File: src/vm_pkg.sv
// Shared types and constants for the vector magnitude block.
// No dependencies.
package vm_pkg;

	// The result field is fixed at 16 bits. A wider root saturates to the largest value.
	localparam int unsigned MAG_W = 16;

	typedef logic [MAG_W-1:0] mag_t;

	localparam mag_t MAG_MAX = '1;

endpackage

File: src/vm_sq.sv
// Front of the magnitude pipeline: absolute value, squares, and their sum.
// Stand-alone module, no package dependency.
module vm_sq #(
	parameter int unsigned W = 16
) (
	input  logic           clk,
	input  logic           arst_n,
	input  logic           valid_i,
	input  logic [W-1:0]   x_i,
	input  logic [W-1:0]   y_i,
	output logic           valid_o,
	output logic [2*W-1:0] sum_o
);

	logic           valid_s1, valid_s2, valid_s3;
	logic [W-1:0]   ax_s1, ay_s1;
	logic [2*W-1:0] xx_s2, yy_s2;
	logic [2*W-1:0] sum_s3;

	// Most negative input gives 2^(W-1), which still fits in W unsigned bits.
	function automatic logic [W-1:0] abs_w(input logic [W-1:0] v);
		abs_w = v[W-1] ? (~v + W'(1)) : v;
	endfunction

	always_ff @(posedge clk or negedge arst_n) begin
		if (!arst_n) begin
			valid_s1 <= 1'b0;
			valid_s2 <= 1'b0;
			valid_s3 <= 1'b0;
		end else begin
			valid_s1 <= valid_i;
			valid_s2 <= valid_s1;
			valid_s3 <= valid_s2;
		end
	end

	always_ff @(posedge clk) begin
		ax_s1  <= abs_w(x_i);
		ay_s1  <= abs_w(y_i);
		xx_s2  <= (2*W)'(ax_s1) * (2*W)'(ax_s1);
		yy_s2  <= (2*W)'(ay_s1) * (2*W)'(ay_s1);
		// Sum stays below 2^(2W-1) + 1, so no carry is lost.
		sum_s3 <= xx_s2 + yy_s2;
	end

	assign valid_o = valid_s3;
	assign sum_o   = sum_s3;

endmodule

File: src/vm_root_step.sv
// One digit of the restoring square root: consume two radicand bits, emit one root bit.
// Stand-alone module, no package dependency.
module vm_root_step #(
	parameter int unsigned W = 16
) (
	input  logic           clk,
	input  logic           arst_n,
	input  logic           valid_i,
	input  logic [W:0]     rem_i,
	input  logic [W-1:0]   root_i,
	input  logic [2*W-1:0] n_i,
	output logic           valid_o,
	output logic [W:0]     rem_o,
	output logic [W-1:0]   root_o,
	output logic [2*W-1:0] n_o
);

	logic [W+2:0] acc;
	logic [W+2:0] trial;
	logic [W+2:0] diff;
	logic         take;

	always_comb begin
		acc   = {rem_i, n_i[2*W-1 -: 2]};
		trial = {1'b0, root_i, 2'b01};
		diff  = acc - trial;
		take  = (acc >= trial);
	end

	always_ff @(posedge clk or negedge arst_n) begin
		if (!arst_n) begin
			valid_o <= 1'b0;
		end else begin
			valid_o <= valid_i;
		end
	end

	always_ff @(posedge clk) begin
		rem_o  <= take ? diff[W:0] : acc[W:0];
		root_o <= {root_i[W-2:0], take};
		n_o    <= {n_i[2*W-3:0], 2'b00};
	end

`ifndef SYNTHESIS
	// Restoring invariant: the remainder never exceeds twice the partial root.
	a_rem_bound: assert property (@(posedge clk) disable iff (!arst_n)
		valid_o |-> ({1'b0, rem_o} <= {1'b0, root_o, 1'b0}))
		else $error("root step remainder above twice the partial root");
`endif

endmodule

File: src/vector_magnitude.sv
// Top level of the vector magnitude block: floor(sqrt(x*x + y*y)), saturated to 16 bits.
// Depends on vm_pkg, vm_sq and vm_root_step.
//
//  channel  | ports                           | handshake
//  ---------+---------------------------------+-----------------------------------
//  request  | start, x_component, y_component | taken at an edge with start && !busy
//  result   | done, magnitude                 | one-cycle strobe, never held off
//
// One request enters every cycle; busy is always low since nothing can back up.
// The pipeline registers absolute values, then squares, then their sum, then one
// root bit per step in the digit chain, and finally the saturated result in the
// output register.
// Reset clears only the valid bits; payload registers carry no reset.
// The receiver cannot stall, so the pipeline advances on every clock.
module vector_magnitude
	import vm_pkg::*;
#(
	parameter int unsigned COMPONENT_WIDTH = 16
) (
	input  logic                       clk,
	input  logic                       arst_n,
	input  logic                       start,
	output logic                       busy,
	input  logic [COMPONENT_WIDTH-1:0] x_component,
	input  logic [COMPONENT_WIDTH-1:0] y_component,
	output logic                       done,
	output mag_t                       magnitude
);

	localparam int unsigned W     = COMPONENT_WIDTH;
	localparam int unsigned EXT_W = (W > MAG_W) ? W : MAG_W;
	localparam int unsigned LAT   = W + 4;

	logic           sq_valid;
	logic [2*W-1:0] sq_sum;

	// Root chain taps: entry k feeds digit k, entry W is the finished root.
	logic           valid_c [0:W];
	logic [W:0]     rem_c   [0:W];
	logic [W-1:0]   root_c  [0:W];
	logic [2*W-1:0] n_c     [0:W];

	logic [EXT_W-1:0] root_ext;
	mag_t             mag_sat;
	logic             done_q;
	mag_t             magnitude_q;

	// Accept a request whenever start is high.
	vm_sq #(.W(W)) u_sq (
		.clk     (clk),
		.arst_n  (arst_n),
		.valid_i (start),
		.x_i     (x_component),
		.y_i     (y_component),
		.valid_o (sq_valid),
		.sum_o   (sq_sum)
	);

	// Seed the digit chain with an empty remainder and root.
	assign valid_c[0] = sq_valid;
	assign rem_c[0]   = '0;
	assign root_c[0]  = '0;
	assign n_c[0]     = sq_sum;

	// Advance one root bit per stage, most significant first.
	for (genvar k = 0; k < W; k++) begin : g_root
		vm_root_step #(.W(W)) u_step (
			.clk     (clk),
			.arst_n  (arst_n),
			.valid_i (valid_c[k]),
			.rem_i   (rem_c[k]),
			.root_i  (root_c[k]),
			.n_i     (n_c[k]),
			.valid_o (valid_c[k+1]),
			.rem_o   (rem_c[k+1]),
			.root_o  (root_c[k+1]),
			.n_o     (n_c[k+1])
		);
	end

	// Clamp roots above the 16-bit range instead of wrapping them.
	always_comb begin
		root_ext = EXT_W'(root_c[W]);
		mag_sat  = (root_ext > EXT_W'(MAG_MAX)) ? MAG_MAX : root_ext[MAG_W-1:0];
	end

	always_ff @(posedge clk or negedge arst_n) begin
		if (!arst_n) begin
			done_q <= 1'b0;
		end else begin
			done_q <= valid_c[W];
		end
	end

	always_ff @(posedge clk) begin
		magnitude_q <= mag_sat;
	end

	assign busy      = 1'b0;
	assign done      = done_q;
	assign magnitude = magnitude_q;

`ifndef SYNTHESIS
	// Every result traces back to an accepted request.
	a_done_has_req: assert property (@(posedge clk) disable iff (!arst_n)
		done |-> $past(start && !busy, LAT))
		else $error("result strobe without a matching request");

	// Every accepted request yields a result.
	a_req_gives_done: assert property (@(posedge clk) disable iff (!arst_n)
		(start && !busy) |-> ##LAT done)
		else $error("request dropped in the pipeline");

	// A zero vector comes out as zero.
	a_zero_vec: assert property (@(posedge clk) disable iff (!arst_n)
		(start && !busy && (x_component == '0) && (y_component == '0))
			|-> ##LAT (magnitude == '0))
		else $error("zero vector gave a nonzero magnitude");
`endif

endmodule

File: config.mk
export PLATFORM = sky130hd
export DESIGN_NAME = vector_magnitude
export DESIGN_NICKNAME = d
export VERILOG_FILES = /design/src/vm_pkg.sv /design/src/vm_sq.sv /design/src/vm_root_step.sv /design/src/vector_magnitude.sv
export SDC_FILE = /design/constraint.sdc
export NUM_CORES = 2
export LEC_CHECK = 0
export BUFFER_PORTS_ARGS = -buffer_cell sky130_fd_sc_hd__buf_4
export CAP_MARGIN = 25
export CORE_MARGIN = 10
export CORE_UTILIZATION = 55
export DETAILED_ROUTE_END_ITERATION = 16
export GPL_ROUTABILITY_DRIVEN = 0
export HOLD_SLACK_MARGIN = 0.08
export PLACE_DENSITY = 0.79
export SETUP_SLACK_MARGIN = 0.05
export SYNTH_ARGS = -nofsm -noshare
export SYNTH_HDL_FRONTEND = slang
export SYNTH_SLANG_ARGS = --single-unit
File: constraint.sdc
create_clock -name clk -period 18.8 [get_ports clk]
set_input_delay 2.82 -clock clk [delete_from_list [all_inputs] [get_ports clk]]
set_output_delay 2.82 -clock clk [all_outputs]
set_load 0.05 [all_outputs]
# Word level (Yosys, flattened, before mapping)
# Cells that the tools add are included.
[totals]
elab_cells = 131
output_inout_bits = 18
reg_bits = 781
[classes]
n_bitwise = 2
addsub = 18
multipliers = 2
order_cmp = 17
mux = 17
[ops]
columns = ["operator", "count"]
rows = [
  ["$mux 17", 14],
  ["$mul 16x16->32", 2],
  ["$add 16x1->16 const B", 2],
  ["$add 32x32->32", 1],
  ["$not 16->16", 2],
  ["$mux 15", 2],
  ["$ge 19x10->1", 1],
  ["$ge 19x11->1", 1],
  ["$ge 19x12->1", 1],
  ["$ge 19x13->1", 1],
  ["$ge 19x14->1", 1],
  ["$ge 19x15->1", 1],
  ["$ge 19x16->1", 1],
  ["$ge 19x17->1", 1],
  ["$ge 19x3->1", 1],
  ["$ge 19x4->1", 1],
  ["$ge 19x5->1", 1],
  ["$ge 19x6->1", 1],
  ["$ge 19x7->1", 1],
  ["$ge 19x8->1", 1],
  ["$ge 19x9->1", 1],
  ["$sub 17x10->17", 1],
  ["$sub 17x11->17", 1],
  ["$sub 17x12->17", 1],
  ["other kinds (15)", 15],
]

# Logic depth before layout (Yosys ltp)
[logic_depth]
ltp_word = 3
depth_mapped = 24

# Hierarchy
# From an unflattened synthesis, not the netlist that was laid out.
[hier_totals]
hier_cells = 5590
area_unflattened_um2 = 58721.3
[modules_own_cells]
columns = ["module", "area_per_inst_um2", "n_inst", "cells_each", "seq_area_each_um2"]
rows = [
  ["vm_root_step", 2434.8, 16, 215, 1286.2],
  ["vm_sq", 19407.4, 1, 2131, 2597.5],
  ["vector_magnitude", 356.6, 1, 19, 345.3],
]

# Least setup slack after synthesis
# No wires, ideal clock.
[synth_path]
kind = "register to register"
from = "register u_sq.ax_s1[4]"
to = "register u_sq.xx_s2[31]"
path_slack_ns = 12.283
period_less_slack_ns = 6.517
arrival_time_ns = 6.402
path_stages_with_launch = 22
setup_ns = 0.115
n_path_buf = 2
path_cell_list = "dfxtp_1 > clkbuf_1 > clkbuf_1 > nand2_1 > fa_1 > inv_1 > fa_1 > fa_1 > fa_1 > fa_1 > inv_1 > fa_1 > inv_1 > ha_1 > a21o_1 > a21o_1 > a221oi_2 > o21a_2 > o21ai_2 > a221o_1 > or4b_1 > and3_1"
[synth_via]
elab_chain_len = 1
[synth_rtl]
columns = ["element", "line_no", "rtl"]
rows = [
  ["start, declared", "vm_sq.sv:16", "logic [W-1:0] ax_s1, ay_s1;"],
  ["start signal, assigned", "vm_sq.sv:38", "ax_s1 <= abs_w(x_i);"],
  ["$mul 16x16->32", "vm_sq.sv:40", "xx_s2 <= (2*W)'(ax_s1) * (2*W)'(ax_s1);"],
  ["end signal, assigned", "vm_sq.sv:40", ""],
  ["end, declared", "vm_sq.sv:17", "logic [2*W-1:0] xx_s2, yy_s2;"],
]
# Every way passes these cells.
# A chain may end at the register's enable or synchronous reset.

# Worst setup path in the final report
# Same ends and word-level chain as after synthesis.

==> impl_metrics.py <==
metrics = {
    "critical_path": {
        "path_cells": "nand2_1 > inv_1 > fa_1 > fa_1 > fa_1 > fa_1 > fa_1 > inv_1 > fa_1 > inv_1 > ha_1 > a21oi_1 > o21bai_1 > a221oi_2 > o21a_2 > o21ai_2 > a221o_1 > or4b_1 > and3_1",
        "cp-start-kind": "flop",
        "arrival_ps": 7360,
        "worstSetupPathType": "reg2reg",
        "critPathMaxFanout": 18,
        "cpMaxStageDelayCell": "dfxtp_1",
        "end_kind": "flop",
        "cp.required_ps": 19310,
        "crit_family": "adder cells",
        "slowest_delay_ps": 830,
        "crit_top_cell": "fa_1",
        "crit_buf_inv": 3,
    },
    "route": {
        "detail_route.first_pass.iterations": 5,
        "drt_wl_total_um": 79300,
        "dr.first_iter.drc_count": 1519,
        "vias": 27960,
        "drc": 0,
        "routedWlPerCell_um": 15.04,
        "vias_per_cell": 5.301,
        "ant_nets": 0,
    },
    "clock_network": {
        "insertion_delay_ps": 650,
        "htreeDepth": 3,
        "post_cts_buffers": 0,
        "cts_root_buf": "clkbuf_16",
        "cts_tree": "built",
        "clockBufferDepth": 3,
        "numCtsBuffers": 77,
        "cts_resized": 0,
        "cts_hold_buf": 0,
        "clk_pin_slew_ps": 60,
        "numClockSinks": 775,
    },
    "synth": {
        "yosys.area.top_type_share_pct": 36.23,
        "yosysMostFrequentCell": "dfxtp_1",
        "ys_seq_area_share_pct": 37.43,
        "synth_area_leaders": "dfxtp_1 36%, fa_1 16%, ha_1 11%",
        "async_flop_share_pct": 2.581,
        "syn_inst": 4190,
        "syn_area_per_cell_um2": 9.956,
        "synth_top_area_cell": "dfxtp_1",
        "yosys_register_bits": 775,
        "yosysWarnings": 0,
        "yosysUniqueCellTypes": 82,
        "synthesis.area_um2": 41720,
        "synthTopCellsByCount": "755 x dfxtp_1, 704 x inv_1, 382 x ha_1",
        "synth_edf_count": 0,
        "ys.flop_type": "dfxtp_1",
    },
    "floorplanning": {
        "core_region_area_um2": 74820,
        "die_w_um": 295.4,
        "io_pins": 53,
        "rows": 100,
        "die_h_um": 295.4,
        "start_util_pct": 55.76,
        "die_area_um2": 87270,
    },
    "timing": {
        "finalCritPeriodShare_pct": 36.43,
        "fmax_ghz": 0.1460,
        "worstMarginPinSlew_ps": 1049,
        "relSlewSlack_pct": 30.08,
        "setup_violations": 0,
        "finalHoldViolCount": 0,
        "fin_worst_skew_ps": 36.89,
        "rsz0062_at_grt": "no",
        "drv_slew": 0,
        "tns_ps": 0,
        "period_needed_ps": 6848,
    },
    "grt": {
        "grt_usage_pct": 18.67,
        "grt_max_degree": 32,
        "grt_pass1_wl_um": 135800,
        "grt_pass1_vias": 29380,
        "grt_util_met2_pct": 35.19,
        "antenna_found_initial": 0,
        "busiest_layer": "met2",
        "use_met3_pct": 2.513,
        "grt_remaining_overflow": 0,
        "met1_usage_pct": 20.37,
    },
    "job": {
        "maxCapViolCount": 0,
    },
    "min_path": {
        "hold_class": "reg2reg",
    },
    "layout": {
        "final_util_pct": 61.05,
        "finalNetCount": 4989,
        "antennaDiodeCount": 0,
        "synthToLayoutAreaGrowth_pct": 9.496,
        "drive_gt1_share_pct": 5.970,
    },
    "placement": {
        "hpwl_um": 61000,
        "io_buffers": 51,
    },
    "outcome": {
        "status": "complete, no violations",
    },
}
cells in the final DEF, fill, tap and decap left out, types with 21 or more instances in the layout:
| master | netlist | routed |
|---|---|---|
| o31ai_1 | 27 | 27 |
| o21ai_0 | 142 | 141 |
| clkbuf_16 | 0 | 77 |
| ha_1 | 382 | 382 |
| inv_1 | 704 | 704 |
| buf_4 | 1 | 57 |
| o21a_1 | 54 | 54 |
| xnor2_1 | 181 | 181 |
| nand2_1 | 295 | 295 |
| nor4_1 | 28 | 28 |
| and3_1 | 21 | 21 |
| and2_1 | 116 | 116 |
| nor2_1 | 167 | 167 |
| nand3_1 | 57 | 57 |
| a21oi_1 | 190 | 190 |
| a21o_1 | 73 | 73 |
| xor2_1 | 104 | 104 |
| mux2_2 | 30 | 30 |
| fa_1 | 328 | 328 |
| dfxtp_1 | 755 | 755 |
| nand2b_1 | 43 | 43 |
| nor3_1 | 66 | 66 |
| nand4_1 | 36 | 36 |
| nor2b_1 | 50 | 50 |
registers in the layout, indices dropped and copies added, names as in the netlist:
register and count:
done 1, u_sq.ay_s1 16, g_root.u_step.n_o 240, g_root.u_step.rem_o 237, g_root.u_step.valid_o 16, u_sq.valid_s1 1
u_sq.valid_s2 1, u_sq.valid_o 1, u_sq.ax_s1 16, magnitude 16, u_sq.xx_s2 31, u_sq.yy_s2 31
g_root.u_step.root_o 136, u_sq.sum_o 32
final cells by class:
cell class                      instances  area [um^2]
Inverter                              705         2646
Tap cell                              969         1212
Fill cell                            5963        29140
Multi-Input combinational cell       2628        23140
Sequential cell                       775        15620
Clock buffer                           95         2095
Clock inverter                         45        544.3
Timing Repair Buffer                   57        427.9
stage by stage:
step                      setup slack, ps  std cells  area, um^2  hold WS [ps]
after floorplan                     12280       4191       41720         309.6
after global placement              12060       5134       43040         309.5
after detailed placement            11960       5134       43040         312.1
after CTS                           11950       5274       45680         290.5
after global routing                11610       5274       45680         303.7
final                               11950       5274       45680         295.1
logic make-up (layout without fill, tap and decap cells):
kind of cell             count (synthesis)  in the layout  share of synthesized area, %
XOR/XNOR                               285            285                         5.983
AND/OR/NAND/NOR                        953            953                         11.38
other                                    1              2                      0.008989
multiplexers                            41             41                         1.077
adder cells (fa/ha/maj)                710            710                         27.20
buffers and inverters                  788            902                         7.114
AO/OA/AOI/OAI                          637            637                         9.810
flip-flops                             775            775                         37.43
routing by layer:
layer / vias to the layer above / share of wire, %
li1: 13710 / -
met1: 13470 / 39
met3: 208 / 3.5
met5: - / 0
met2: 570 / 53
met4: 0 / 4.6
worst paths after layout:
kind,start,to,slack (ps),cells after the start
hold reg to reg,g_root[4].u_step.n_o[12],g_root[5].u_step.n_o[14],300,0
max in group asynchronous,arst_n,u_sq.valid_s1,16530,1
setup reg to reg,u_sq.ax_s1[4],u_sq.xx_s2[31],11950,19
setup / recovery,u_sq.ax_s1[4],u_sq.xx_s2[31],11950,19
hold / removal,g_root[4].u_step.n_o[12],g_root[5].u_step.n_o[14],300,0
min in group asynchronous,arst_n,g_root[15].u_step.valid_o,2050,1
Power is not shown: default switching activity piles up to over one toggle a cycle in this logic, so the estimate is an artifact.
